===== config.mk =====
export PLATFORM = sky130hd
export DESIGN_NAME = block_barcode_frame_reader
export DESIGN_NICKNAME = d
export VERILOG_FILES = /design/src/design/bbfr_pkg.sv /design/src/design/bbfr_fifo.sv /design/src/design/bbfr_front.sv /design/src/design/bbfr_back.sv /design/src/design/block_barcode_frame_reader.sv
export SDC_FILE = /design/constraint.sdc
export NUM_CORES = 1
export LEC_CHECK = 0
export BUFFER_PORTS_ARGS = -buffer_cell sky130_fd_sc_hd__buf_4
export CORE_MARGIN = 4
export CORE_UTILIZATION = 56
export CTS_CLUSTER_DIAMETER = 40
export DETAILED_ROUTE_END_ITERATION = 8
export PLACE_DENSITY = 0.75
export SYNTH_ARGS = -nofsm -noshare
export SYNTH_HDL_FRONTEND = slang
export SYNTH_SLANG_ARGS = --single-unit

===== constraint.sdc =====
create_clock -name clk -period 21.4 [get_ports clk]
set_input_delay 4.28 -clock clk [delete_from_list [all_inputs] [get_ports clk]]
set_output_delay 4.28 -clock clk [all_outputs]
set_load 0.05 [all_outputs]

===== src/design/bbfr_pkg.sv =====
// bbfr_pkg: shared types and constants of the barcode frame reader
// pixel and result payloads, queue entry of a classified pixel, register indexes
// no dependencies
`timescale 1ns / 1ps

package bbfr_pkg;

    localparam int GRID_SIZE_DEF = 8;
    localparam int BLOCK_LEN_DEF = 10;
    localparam int IDX_W         = 3;
    localparam int BIT_W         = 6;
    localparam int SUM_W         = 22;
    localparam int CFG_W         = 13;
    localparam int VALUE_W       = 10;
    localparam int CODE_W        = 64;
    localparam int OP_DEPTH      = 4;
    localparam int RES_DEPTH     = 2;

    localparam logic [CFG_W-1:0] FRAME_WIDTH_RST    = 13'd640;
    localparam logic [CFG_W-1:0] FRAME_HEIGHT_RST   = 13'd480;
    localparam logic [7:0]       DARK_THRESHOLD_RST = 8'd128;

    typedef enum logic [1:0] {
        REG_FRAME_WIDTH,
        REG_FRAME_HEIGHT,
        REG_DARK_THRESHOLD
    } reg_index_t;

    typedef struct packed {
        logic [11:0] pixel_x;
        logic [11:0] pixel_y;
        logic [7:0]  red;
        logic [7:0]  green;
        logic [7:0]  blue;
        logic        frame_end;
    } pixel_t;

    typedef struct packed {
        logic [CODE_W-1:0] upper_left_code;
        logic [CODE_W-1:0] lower_right_code;
    } code_t;

    typedef struct packed {
        logic             hit;
        logic             start;
        logic             last;
        logic [IDX_W-1:0] row;
        logic [IDX_W-1:0] col;
    } grid_op_t;

    typedef struct packed {
        logic [VALUE_W-1:0] value;
        grid_op_t           upper;
        grid_op_t           lower;
        logic               frame_end;
    } op_t;

endpackage


===== src/design/bbfr_fifo.sv =====
// bbfr_fifo: small register queue with push/full and pop/empty sides
// used between front and back, and for finished results; no package needed
`timescale 1ns / 1ps

module bbfr_fifo #(
    parameter int WIDTH = 8,
    parameter int DEPTH = 4
) (
    input  logic             clk,
    input  logic             rst_n,
    input  logic             push,
    input  logic [WIDTH-1:0] wdata,
    output logic             full,
    input  logic             pop,
    output logic [WIDTH-1:0] rdata,
    output logic             empty
);

    localparam int PTR_W = (DEPTH > 1) ? $clog2(DEPTH) : 1;
    localparam int CNT_W = $clog2(DEPTH + 1);

    logic [WIDTH-1:0] mem_reg [DEPTH];
    logic [PTR_W-1:0] wr_ptr_reg, wr_ptr_next;
    logic [PTR_W-1:0] rd_ptr_reg, rd_ptr_next;
    logic [CNT_W-1:0] count_reg, count_next;
    logic             do_push;
    logic             do_pop;

    assign full    = (count_reg == CNT_W'(DEPTH));
    assign empty   = (count_reg == '0);
    assign do_push = push && !full;
    assign do_pop  = pop && !empty;
    assign rdata   = mem_reg[rd_ptr_reg];

    always_comb
    begin
        wr_ptr_next = wr_ptr_reg;
        rd_ptr_next = rd_ptr_reg;
        count_next  = count_reg;
        if (do_push)
        begin
            wr_ptr_next = (wr_ptr_reg == PTR_W'(DEPTH - 1)) ? '0 : wr_ptr_reg + 1'b1;
        end
        if (do_pop)
        begin
            rd_ptr_next = (rd_ptr_reg == PTR_W'(DEPTH - 1)) ? '0 : rd_ptr_reg + 1'b1;
        end
        if (do_push && !do_pop)
        begin
            count_next = count_reg + 1'b1;
        end
        else if (do_pop && !do_push)
        begin
            count_next = count_reg - 1'b1;
        end
    end

    always_ff @(posedge clk or negedge rst_n)
    begin
        if (!rst_n)
        begin
            wr_ptr_reg <= '0;
            rd_ptr_reg <= '0;
            count_reg  <= '0;
        end
        else
        begin
            wr_ptr_reg <= wr_ptr_next;
            rd_ptr_reg <= rd_ptr_next;
            count_reg  <= count_next;
        end
    end

    always_ff @(posedge clk)
    begin
        if (do_push)
        begin
            mem_reg[wr_ptr_reg] <= wdata;
        end
    end

endmodule


===== src/design/bbfr_front.sv =====
// bbfr_front: input register and pixel classification against both grids
// depends on bbfr_pkg for pixel_t, op_t and grid_op_t
`timescale 1ns / 1ps

module bbfr_front #(
    parameter int GRID_SIZE = 8,
    parameter int BLOCK_LEN = 10
) (
    input  logic                     clk,
    input  logic                     rst_n,
    input  logic                     push,
    input  bbfr_pkg::pixel_t         pixel,
    output logic                     full,
    input  logic [bbfr_pkg::CFG_W-1:0] frame_width,
    input  logic [bbfr_pkg::CFG_W-1:0] frame_height,
    output logic                     op_push,
    output bbfr_pkg::op_t            op,
    input  logic                     op_full
);

    import bbfr_pkg::*;

    localparam int SPAN = GRID_SIZE * BLOCK_LEN;

    pixel_t           pix_reg;
    logic             pix_valid_reg, pix_valid_next;
    logic             accept;
    logic             lower_ok;
    logic [CFG_W-1:0] x_ext;
    logic [CFG_W-1:0] y_ext;
    logic [CFG_W-1:0] ox;
    logic [CFG_W-1:0] oy;

    function automatic grid_op_t locate(input logic ok, input logic [CFG_W-1:0] dx,
                                        input logic [CFG_W-1:0] dy);
        grid_op_t         g;
        logic [IDX_W-1:0] col;
        logic [IDX_W-1:0] row;
        logic [CFG_W-1:0] rx;
        logic [CFG_W-1:0] ry;
        col = '0;
        row = '0;
        for (int k = 1; k < GRID_SIZE; k++)
        begin
            if (dx >= CFG_W'(k * BLOCK_LEN))
            begin
                col = col + 1'b1;
            end
            if (dy >= CFG_W'(k * BLOCK_LEN))
            begin
                row = row + 1'b1;
            end
        end
        rx      = dx - CFG_W'(col) * CFG_W'(BLOCK_LEN);
        ry      = dy - CFG_W'(row) * CFG_W'(BLOCK_LEN);
        g.hit   = ok && (dx < CFG_W'(SPAN)) && (dy < CFG_W'(SPAN));
        g.start = (rx == '0) && (ry == '0);
        g.last  = (rx == CFG_W'(BLOCK_LEN - 1)) && (ry == CFG_W'(BLOCK_LEN - 1));
        g.row   = row;
        g.col   = col;
        return g;
    endfunction

    assign full    = pix_valid_reg && op_full;
    assign accept  = push && !full;
    assign op_push = pix_valid_reg;

    assign x_ext = {1'b0, pix_reg.pixel_x};
    assign y_ext = {1'b0, pix_reg.pixel_y};
    assign ox    = frame_width - CFG_W'(SPAN);
    assign oy    = frame_height - CFG_W'(SPAN);
    assign lower_ok = (frame_width >= CFG_W'(SPAN)) && (frame_height >= CFG_W'(SPAN))
                      && (x_ext >= ox) && (y_ext >= oy);

    always_comb
    begin
        op.value     = VALUE_W'(pix_reg.red) + VALUE_W'(pix_reg.green)
                       + VALUE_W'(pix_reg.blue);
        op.upper     = locate(1'b1, x_ext, y_ext);
        op.lower     = locate(lower_ok, x_ext - ox, y_ext - oy);
        op.frame_end = pix_reg.frame_end;
    end

    always_comb
    begin
        pix_valid_next = pix_valid_reg;
        if (accept)
        begin
            pix_valid_next = 1'b1;
        end
        else if (pix_valid_reg && !op_full)
        begin
            pix_valid_next = 1'b0;
        end
    end

    always_ff @(posedge clk or negedge rst_n)
    begin
        if (!rst_n)
        begin
            pix_valid_reg <= 1'b0;
        end
        else
        begin
            pix_valid_reg <= pix_valid_next;
        end
    end

    always_ff @(posedge clk)
    begin
        if (accept)
        begin
            pix_reg <= pixel;
        end
    end

endmodule


===== src/design/bbfr_back.sv =====
// bbfr_back: block sums, dark compare and code bits for both grids
// depends on bbfr_pkg for op_t and code_t
`timescale 1ns / 1ps

module bbfr_back #(
    parameter int GRID_SIZE = 8,
    parameter int BLOCK_LEN = 10
) (
    input  logic           clk,
    input  logic           rst_n,
    input  logic [7:0]     dark_threshold,
    input  logic           op_empty,
    input  bbfr_pkg::op_t  op,
    output logic           op_pop,
    output logic           res_push,
    output bbfr_pkg::code_t res,
    input  logic           res_full
);

    import bbfr_pkg::*;

    localparam int AREA3 = 3 * BLOCK_LEN * BLOCK_LEN;

    logic [SUM_W-1:0]  upper_sums_reg [GRID_SIZE];
    logic [SUM_W-1:0]  lower_sums_reg [GRID_SIZE];
    logic [CODE_W-1:0] upper_code_reg, upper_code_next;
    logic [CODE_W-1:0] lower_code_reg, lower_code_next;
    logic [SUM_W-1:0]  limit_reg;
    logic [SUM_W-1:0]  up_sum;
    logic [SUM_W-1:0]  lo_sum;
    logic [CODE_W-1:0] up_bit;
    logic [CODE_W-1:0] lo_bit;
    logic              go;

    function automatic logic [BIT_W-1:0] bit_index(input logic [IDX_W-1:0] row,
                                                   input logic [IDX_W-1:0] col);
        return BIT_W'(row) * BIT_W'(GRID_SIZE) + BIT_W'(col);
    endfunction

    assign go       = !op_empty && (!op.frame_end || !res_full);
    assign op_pop   = go;
    assign res_push = go && op.frame_end;

    always_comb
    begin
        up_sum = (op.upper.start ? '0 : upper_sums_reg[op.upper.col]) + SUM_W'(op.value);
        lo_sum = (op.lower.start ? '0 : lower_sums_reg[op.lower.col]) + SUM_W'(op.value);
        up_bit = '0;
        lo_bit = '0;
        if (op.upper.hit && op.upper.last && (up_sum < limit_reg))
        begin
            up_bit = CODE_W'(1) << bit_index(op.upper.row, op.upper.col);
        end
        if (op.lower.hit && op.lower.last && (lo_sum < limit_reg))
        begin
            lo_bit = CODE_W'(1) << bit_index(op.lower.row, op.lower.col);
        end
        res.upper_left_code  = upper_code_reg | up_bit;
        res.lower_right_code = lower_code_reg | lo_bit;
        upper_code_next = upper_code_reg;
        lower_code_next = lower_code_reg;
        if (go)
        begin
            upper_code_next = op.frame_end ? '0 : res.upper_left_code;
            lower_code_next = op.frame_end ? '0 : res.lower_right_code;
        end
    end

    always_ff @(posedge clk or negedge rst_n)
    begin
        if (!rst_n)
        begin
            upper_code_reg <= '0;
            lower_code_reg <= '0;
            limit_reg      <= SUM_W'(DARK_THRESHOLD_RST) * SUM_W'(AREA3);
        end
        else
        begin
            upper_code_reg <= upper_code_next;
            lower_code_reg <= lower_code_next;
            limit_reg      <= SUM_W'(dark_threshold) * SUM_W'(AREA3);
        end
    end

    always_ff @(posedge clk)
    begin
        if (go && op.upper.hit)
        begin
            upper_sums_reg[op.upper.col] <= up_sum;
        end
        if (go && op.lower.hit)
        begin
            lower_sums_reg[op.lower.col] <= lo_sum;
        end
    end

endmodule


===== src/design/block_barcode_frame_reader.sv =====
// block_barcode_frame_reader: top level, configuration registers and queues
// depends on bbfr_pkg, bbfr_front, bbfr_fifo and bbfr_back
// one pixel per cycle sustained while the input is not stalled; the frame-end result
// passes through the input register, the classify queue and the result queue
// a full result queue holds frame-end pixels back and stalls the input behind them
// reset: sizes 640 x 480, threshold 128, codes zero, queues empty, block sums undefined
`timescale 1ns / 1ps

module block_barcode_frame_reader #(
    parameter int GRID_SIZE = bbfr_pkg::GRID_SIZE_DEF,
    parameter int BLOCK_LEN = bbfr_pkg::BLOCK_LEN_DEF
) (
    input  logic                       clk,
    input  logic                       rst_n,
    input  logic                       push,
    input  bbfr_pkg::pixel_t           pixel,
    output logic                       full,
    output logic                       empty,
    input  logic                       pop,
    output bbfr_pkg::code_t            result,
    input  logic                       wr_en,
    input  logic [1:0]                 wr_index,
    input  logic [bbfr_pkg::CFG_W-1:0] wr_data
);

    import bbfr_pkg::*;

    logic [CFG_W-1:0] frame_width_reg;
    logic [CFG_W-1:0] frame_height_reg;
    logic [7:0]       dark_threshold_reg;
    op_t              front_op;
    op_t              back_op;
    logic             op_push;
    logic             op_full;
    logic             op_pop;
    logic             op_empty;
    code_t            back_res;
    logic             res_push;
    logic             res_full;

    always_ff @(posedge clk or negedge rst_n)
    begin
        if (!rst_n)
        begin
            frame_width_reg    <= FRAME_WIDTH_RST;
            frame_height_reg   <= FRAME_HEIGHT_RST;
            dark_threshold_reg <= DARK_THRESHOLD_RST;
        end
        else if (wr_en)
        begin
            case (wr_index)
                REG_FRAME_WIDTH:    frame_width_reg    <= wr_data;
                REG_FRAME_HEIGHT:   frame_height_reg   <= wr_data;
                REG_DARK_THRESHOLD: dark_threshold_reg <= wr_data[7:0];
                default:            ;
            endcase
        end
    end

    bbfr_front #(
        .GRID_SIZE(GRID_SIZE),
        .BLOCK_LEN(BLOCK_LEN)
    ) u_front (
        .clk         (clk),
        .rst_n       (rst_n),
        .push        (push),
        .pixel       (pixel),
        .full        (full),
        .frame_width (frame_width_reg),
        .frame_height(frame_height_reg),
        .op_push     (op_push),
        .op          (front_op),
        .op_full     (op_full)
    );

    bbfr_fifo #(
        .WIDTH($bits(op_t)),
        .DEPTH(OP_DEPTH)
    ) u_op_queue (
        .clk  (clk),
        .rst_n(rst_n),
        .push (op_push),
        .wdata(front_op),
        .full (op_full),
        .pop  (op_pop),
        .rdata(back_op),
        .empty(op_empty)
    );

    bbfr_back #(
        .GRID_SIZE(GRID_SIZE),
        .BLOCK_LEN(BLOCK_LEN)
    ) u_back (
        .clk           (clk),
        .rst_n         (rst_n),
        .dark_threshold(dark_threshold_reg),
        .op_empty      (op_empty),
        .op            (back_op),
        .op_pop        (op_pop),
        .res_push      (res_push),
        .res           (back_res),
        .res_full      (res_full)
    );

    bbfr_fifo #(
        .WIDTH($bits(code_t)),
        .DEPTH(RES_DEPTH)
    ) u_res_queue (
        .clk  (clk),
        .rst_n(rst_n),
        .push (res_push),
        .wdata(back_res),
        .full (res_full),
        .pop  (pop),
        .rdata(result),
        .empty(empty)
    );

endmodule

# ---- Word-level counts from Yosys, hierarchy flattened
# Memories as Yosys holds them, arrays and structs flattened.
# Index checks and enable logic that the tools add are counted.
dict set report op_classes {
  n_addsub 46
  n_mul 5
  magnitude_cmp 38
  n_eq_ne 10
  n_shift 2
  n_mux 52
  bitwise 2
  n_reduce_logical 52
}
# op count
set op_table {}
lappend op_table {{64-bit 2-to-1 mux} 4}
lappend op_table {{64-bit bitwise OR} 2}
lappend op_table {{1-bit by 6-bit left shift with 64-bit output (first input constant)} 2}
lappend op_table {{13-bit by 6-bit greater-or-equal comparator with 1-bit output (second input constant)} 6}
lappend op_table {{3-bit 2-to-1 mux} 26}
lappend op_table {{12-bit by 6-bit greater-or-equal comparator with 1-bit output (second input constant)} 6}
lappend op_table {{3-bit by 1-bit adder with 3-bit output (second input constant)} 21}
lappend op_table {{13-bit by 4-bit equality test with 1-bit output (second input constant)} 4}
lappend op_table {{13-bit by 5-bit greater-or-equal comparator with 1-bit output (second input constant)} 4}
lappend op_table {{13-bit by 7-bit greater-or-equal comparator with 1-bit output (second input constant)} 4}
lappend op_table {{13-bit logical NOT} 4}
lappend op_table {{12-bit by 5-bit greater-or-equal comparator with 1-bit output (second input constant)} 4}
lappend op_table {{22-bit by 10-bit adder with 22-bit output} 2}
lappend op_table {{22-bit by 17-bit < comparator with 1-bit output} 2}
lappend op_table {{22-bit 2-to-1 mux} 2}
lappend op_table {{1-bit logical AND} 28}
lappend op_table {{12-bit by 13-bit greater-or-equal comparator with 1-bit output} 2}
lappend op_table {{13-bit by 4-bit greater-or-equal comparator with 1-bit output (second input constant)} 2}
lappend op_table {{13-bit by 7-bit < comparator with 1-bit output (second input constant)} 2}
lappend op_table {{12-bit by 13-bit subtractor with 13-bit output} 2}
lappend op_table {{12-bit by 7-bit subtractor with 13-bit output} 2}
lappend op_table {{13-bit by 7-bit subtractor with 13-bit output} 2}
lappend op_table {{13-bit by 7-bit subtractor with 13-bit output (second input constant)} 2}
lappend op_table {{12-bit by 4-bit greater-or-equal comparator with 1-bit output (second input constant)} 2}
lappend op_table {{other kinds (23)} 70}
dict set report word_totals {
  reg_bits 238
  ram_bits 724
  word_cells 230
  n_memories 4
}
# name words width rd rd_clocked_by_memory_dff write_ports line_no
set mem_list {}
lappend mem_list {u_res_queue.mem_reg 2 128 1 0 1 bbfr_fifo.sv:22} ;# logic [WIDTH-1:0] mem_reg [DEPTH];
lappend mem_list {u_back.lower_sums_reg 8 22 1 0 1 bbfr_back.sv:25} ;# logic [SUM_W-1:0] lower_sums_reg [GRID_SIZE];
lappend mem_list {u_back.upper_sums_reg 8 22 1 0 1 bbfr_back.sv:24} ;# logic [SUM_W-1:0] upper_sums_reg [GRID_SIZE];
lappend mem_list {u_op_queue.mem_reg 4 29 1 0 1 bbfr_fifo.sv:22}

# ---- Longest topological paths before layout
dict set report logic_depth {
  ltp_word 20
  mapped_depth 44
  depth_no_buf 43
}

# ---- Cells and area by module
# A second synthesis with hierarchy kept.
dict set report hier_totals {
  hier_cells 3316
  hier_area_um2 46965.0
}
# module instances cells_per_inst area_each_um2 seq_area_each_um2
set by_module_without_submodules {}
lappend by_module_without_submodules {bbfr_back 1 1861 24606.1 14153.6}
lappend by_module_without_submodules {{bbfr_fifo at u_res_queue} 1 417 9476.6 7787.5}
lappend by_module_without_submodules {bbfr_front 1 777 6942.9 1496.4}
lappend by_module_without_submodules {{bbfr_fifo at u_op_queue} 1 188 4628.2 3658.5}
lappend by_module_without_submodules {block_barcode_frame_reader 1 73 1311.3 859.6}

# ---- Worst setup path before layout
# Ideal clock, no wire load.
dict set report synth_timing {
  path_type {flip-flop to flip-flop}
  from {reg frame_width_reg[4]}
  to {mem u_op_queue.mem_reg[0][8] in the netlist's numbering, data pin}
  setup_ps 239
  t_arrival_ps 8448
  required_time_ps 21161
  path_slack_ps 12713
  stages_incl_launch_ff 40
  n_path_buf 2
  cell_sequence {dfrtp_1 > o21ai_0 > xnor2_1 > ha_1 > clkbuf_1 > a21o_1 > a2111oi_0 > or3b_2 > a32oi_1 > o21ai_0 > a211o_1 > clkbuf_1 > nor4_1 > inv_1 > ha_1 > or2_2 > ha_1 > o21a_1 > [... 4 more ...] > ha_1 > o21ai_0 > xor2_1 > xnor2_1 > and2_1 > ha_1 > inv_1 > ha_1 > a21oi_1 > nand2_1 > and2_1 > o21ai_0 > nor3_1 > a21oi_1 > o21ai_0 > o21ai_0 > nand4b_1 > nor4_1}
}
# element line_no
set synth_rtl {}
lappend synth_rtl {{from (decl)} block_barcode_frame_reader.sv:28} ;# logic [CFG_W-1:0] frame_width_reg;
lappend synth_rtl {{from (signal assigned)} block_barcode_frame_reader.sv:52} ;# REG_FRAME_WIDTH: frame_width_reg <= wr_data;
lappend synth_rtl {{to (decl)} bbfr_fifo.sv:22}

==> flow_summary_export.csv <==
group,metric,value,unit
die,placeableCoreArea,0.0794,mm²
clock_tree,clock_tree.htree_level_count,3,
finish,largest_reg_flops,256,
routing,route.detailed.vias_per_inst,6.10,
clock_tree,clockRootBuffer,"sky130_fd_sc_hd__clkbuf_16",
synth,mappedNetlistNets,3402,
finish,area_growth,14.8,%
timing,fmax,0.101,GHz
finish,layout_commonest_cell,"sky130_fd_sc_hd__edfxtp_1",
critical_path,critPathMostFrequentCell,"sky130_fd_sc_hd__ha_1",
routing,totalWireLength,100000,µm
hold_path,hp-start,"u_back.lower_code_reg[33]",
timing,maxSlewHeadroom,7.99,%
critical_path,critPathCaptureType,"flip-flop",
critical_path,path_class,"reg2reg",
synth,post_synth_main_area_contributors,"sky130_fd_sc_hd__edfxtp_1 51%, sky130_fd_sc_hd__dfrtp_1 9.9%, sky130_fd_sc_hd__ha_1 5.4%",
die,die_w,292,µm
grt,first_global_vias,28000,
timing,setup_viol,0,
timing,worst_clock_skew,0.0678,ns
flow_run,maxCapViolCount,0,
grt,overflow_left_after_global_routing,0,
clock_tree,cts_tree,"done",
grt,global_route_wire_length_before_repair,158000,µm
grt,antenna_found_initial,0,
die,fp.dieArea,0.0852,mm²
synth,postSynth.topFlopCell,"sky130_fd_sc_hd__edfxtp_1",
status,status,"finished, final reports clean",
clock_tree,postCtsHoldBufs,0,
critical_path,crit_fanout,9,
routing,dr.first_iter.drc_count,2323,
critical_path,r2r_setup_slack,11.47,ns
finish,fraction_of_final_layout_cells_with_drive_strength_greater_than_1,23.9,%
clock_tree,cts_buffer_count,115,
clock_tree,clock_sinks,962,
placement,hpwl,65200,µm
timing,shortest_clock_period_the_worst_path_allows_after_layout,9.93,ns
timing,slew_viol_final,0,
critical_path,worst_r2r_startpoint,"frame_width_reg[4]",
synth,asyncSetResetFlopFracSynth,19.6,%
clock_tree,cts_resized,0,
critical_path,rr_worst_depth,37,
synth,syn_avg_cell_area,14.5,µm²
finish,final_core_util,65.3,%
finish,antenna_cells_inserted,0,
timing,grt_setup_unrepaired,"false",
grt,grt_start_max_net_pins,89,
clock_tree,cts.path.max_buffers,3,
critical_path,worst-endpoint-arrival,10.34,ns
synth,synthDominantCellAreaShare,51.4,%
synth,synthDominantAreaCellType,"sky130_fd_sc_hd__edfxtp_1",
placement,routabilityCongestion,0.884,
timing,final.period_utilization,46.4,%
finish,fillers,5572,
clock_tree,clkLatencyLatePin,0.71,ns
critical_path,crit_required,21.81,ns
hold_path,hold-path-endpoint,"u_back.lower_code_reg[33]",
hold_path,min_delay_path_depth,2,
timing,timing.final.hold_violations,0,
grt,globalRouteTotalUtil,23.4,%
die,fp-row-count,103,
critical_path,max_stage_delay,0.56,ns
die,top_level_ports,199,
die,fp.dieH,292,µm
synth,post_synth_inst_count,3119,
clock_tree,postCtsSetupRepairBufs,0,
routing,drc_violations,0,
synth,yosysSeqAreaShare,61.9,%
timing,timing.hold.ws,0.475,ns
synth,synth_seq_cells,962,
critical_path,cp_slowest_cell,"sky130_fd_sc_hd__nor4_1",
routing,detailroute.via_count,27400,
placement,port_buffer_count,198,
die,initial_core_util,56.8,%
routing,first_pass_iters,8,
synth,number_of_enable_flip_flop_cells_after_synthesis,773,
clock_tree,clkTransAtPathRegs,0.06,ns
critical_path,crit-reg2reg-capture,"u_op_queue.mem_reg[3][8]",
routing,ant_nets,0,
timing,worst_max_slew_pin_slew,1.37,ns
synth,synth.distinct_cells,86,
timing,finalSetupTns,0,ns
finish,finalNetCount,3616,
finish,most-common-layout-cells,"773 x sky130_fd_sc_hd__edfxtp_1, 224 x sky130_fd_sc_hd__buf_4, 196 x sky130_fd_sc_hd__ha_1, 189 x sky130_fd_sc_hd__nand2_1, 176 x sky130_fd_sc_hd__dfrtp_1",
hold_path,timing.hold.worst.class,"reg2reg",
synth,syn-cell-area,0.0451,mm²
critical_path,worstSetupStartpointType,"flip-flop",
synth,synth_warnings,0,
routing,drt-wirelength-per-cell,22.4,µm
==> Yosys cell counts, types with 13 or more instances <==
| cell type | n |
|---|---|
| sky130_fd_sc_hd__a32o_1 | 64 |
| sky130_fd_sc_hd__o21ai_0 | 124 |
| sky130_fd_sc_hd__nor2_1 | 155 |
| sky130_fd_sc_hd__ha_1 | 196 |
| sky130_fd_sc_hd__xor2_1 | 54 |
| sky130_fd_sc_hd__nand4_1 | 16 |
| sky130_fd_sc_hd__nand3_1 | 26 |
| sky130_fd_sc_hd__mux4_2 | 103 |
| sky130_fd_sc_hd__o21bai_1 | 72 |
| sky130_fd_sc_hd__inv_1 | 150 |
| sky130_fd_sc_hd__xnor2_1 | 90 |
| sky130_fd_sc_hd__a21oi_1 | 93 |
| sky130_fd_sc_hd__a211oi_1 | 16 |
| sky130_fd_sc_hd__mux2_2 | 173 |
| sky130_fd_sc_hd__buf_2 | 32 |
| sky130_fd_sc_hd__a31oi_1 | 13 |
| sky130_fd_sc_hd__nor2b_1 | 25 |
| sky130_fd_sc_hd__mux2i_1 | 64 |
| sky130_fd_sc_hd__nor4_1 | 19 |
| sky130_fd_sc_hd__nand2_1 | 190 |
| sky130_fd_sc_hd__fa_1 | 18 |
| sky130_fd_sc_hd__dfrtp_1 | 178 |
| sky130_fd_sc_hd__a31o_2 | 66 |
| sky130_fd_sc_hd__a21o_1 | 51 |
| sky130_fd_sc_hd__edfxtp_1 | 773 |
| sky130_fd_sc_hd__nor3_1 | 34 |
| sky130_fd_sc_hd__clkbuf_1 | 72 |
| sky130_fd_sc_hd__buf_1 | 17 |
| sky130_fd_sc_hd__and2_1 | 19 |
| sky130_fd_sc_hd__nand2b_1 | 19 |
==> worst max-delay path, delay by kind of cell (launching register included) <==
| kind | cells | cell delay [ns] |
|---|---|---|
| compound gates | 15 | 3.62 |
| simple gates | 9 | 2.51 |
| fa+ha+maj | 7 | 2.00 |
| xor+xnor | 4 | 0.93 |
| flops | 1 | 0.42 |
| buf+inv | 2 | 0.18 |
==> metrics by stage <==
stage / instance area, µm² / instances / setup slack (ns)
final: 51800 / 4484 / 11.47
after global routing: 51800 / 4484 / 10.57
after CTS: 51800 / 4484 / 11.59
after detailed placement: 47800 / 4266 / 11.62
after global placement: 47800 / 4266 / 12.00
after floorplan: 45100 / 3119 / 12.71
==> worst max path at each step <==
stage / to / cells after the start / from
after floorplan: u_op_queue.mem_reg[0][8] / 39 / frame_width_reg[4]
after global placement: u_op_queue.mem_reg[0][8] / 37 / frame_width_reg[4]
after detailed placement: u_op_queue.mem_reg[1][8] / 37 / frame_width_reg[4]
after CTS: u_op_queue.mem_reg[1][8] / 37 / frame_width_reg[4]
after global routing: u_op_queue.mem_reg[3][8] / 39 / frame_width_reg[4]
final: u_op_queue.mem_reg[3][8] / 37 / frame_width_reg[4]
==> cells by family after synthesis <==
logic type                 after synthesis  share of synthesized area (%)
adders and majority gates              214                           6.23
buffers and inverters                  279                           2.50
and+or+nand+nor                        573                           6.07
DFF                                    962                           61.9
AOI/OAI and AO/OA                      606                           9.53
xor gates and xnor gates               145                           2.84
muxes                                  340                           10.9
==> area by class of cell <==
| class | count | area (µm²) | area share, % |
|---|---|---|---|
| Clock buffer | 148 | 3120 | 6.01 |
| Inverter | 151 | 567 | 1.09 |
| Tap cell | 1050 | 1310 | 2.54 |
| Sequential cell | 962 | 28000 | 54.0 |
| Clock inverter | 70 | 941 | 1.82 |
| Timing Repair Buffer | 225 | 1700 | 3.27 |
| Multi-Input combinational cell | 1878 | 16200 | 31.3 |
==> per-layer routing <==
metal / vias up / track usage, % / wire (µm)
li1: 12400 / - / -
met3: 233 / 3.29 / 5990
met4: 0 / 6.94 / 3100
met1: 13700 / 31.6 / 41000
met2: 1016 / 40.2 / 50200
met5: - / 0 / 0
Power is left out: the tool's default activity adds up to more than one toggle a clock period on the data nets, which glitch-free logic cannot reach.
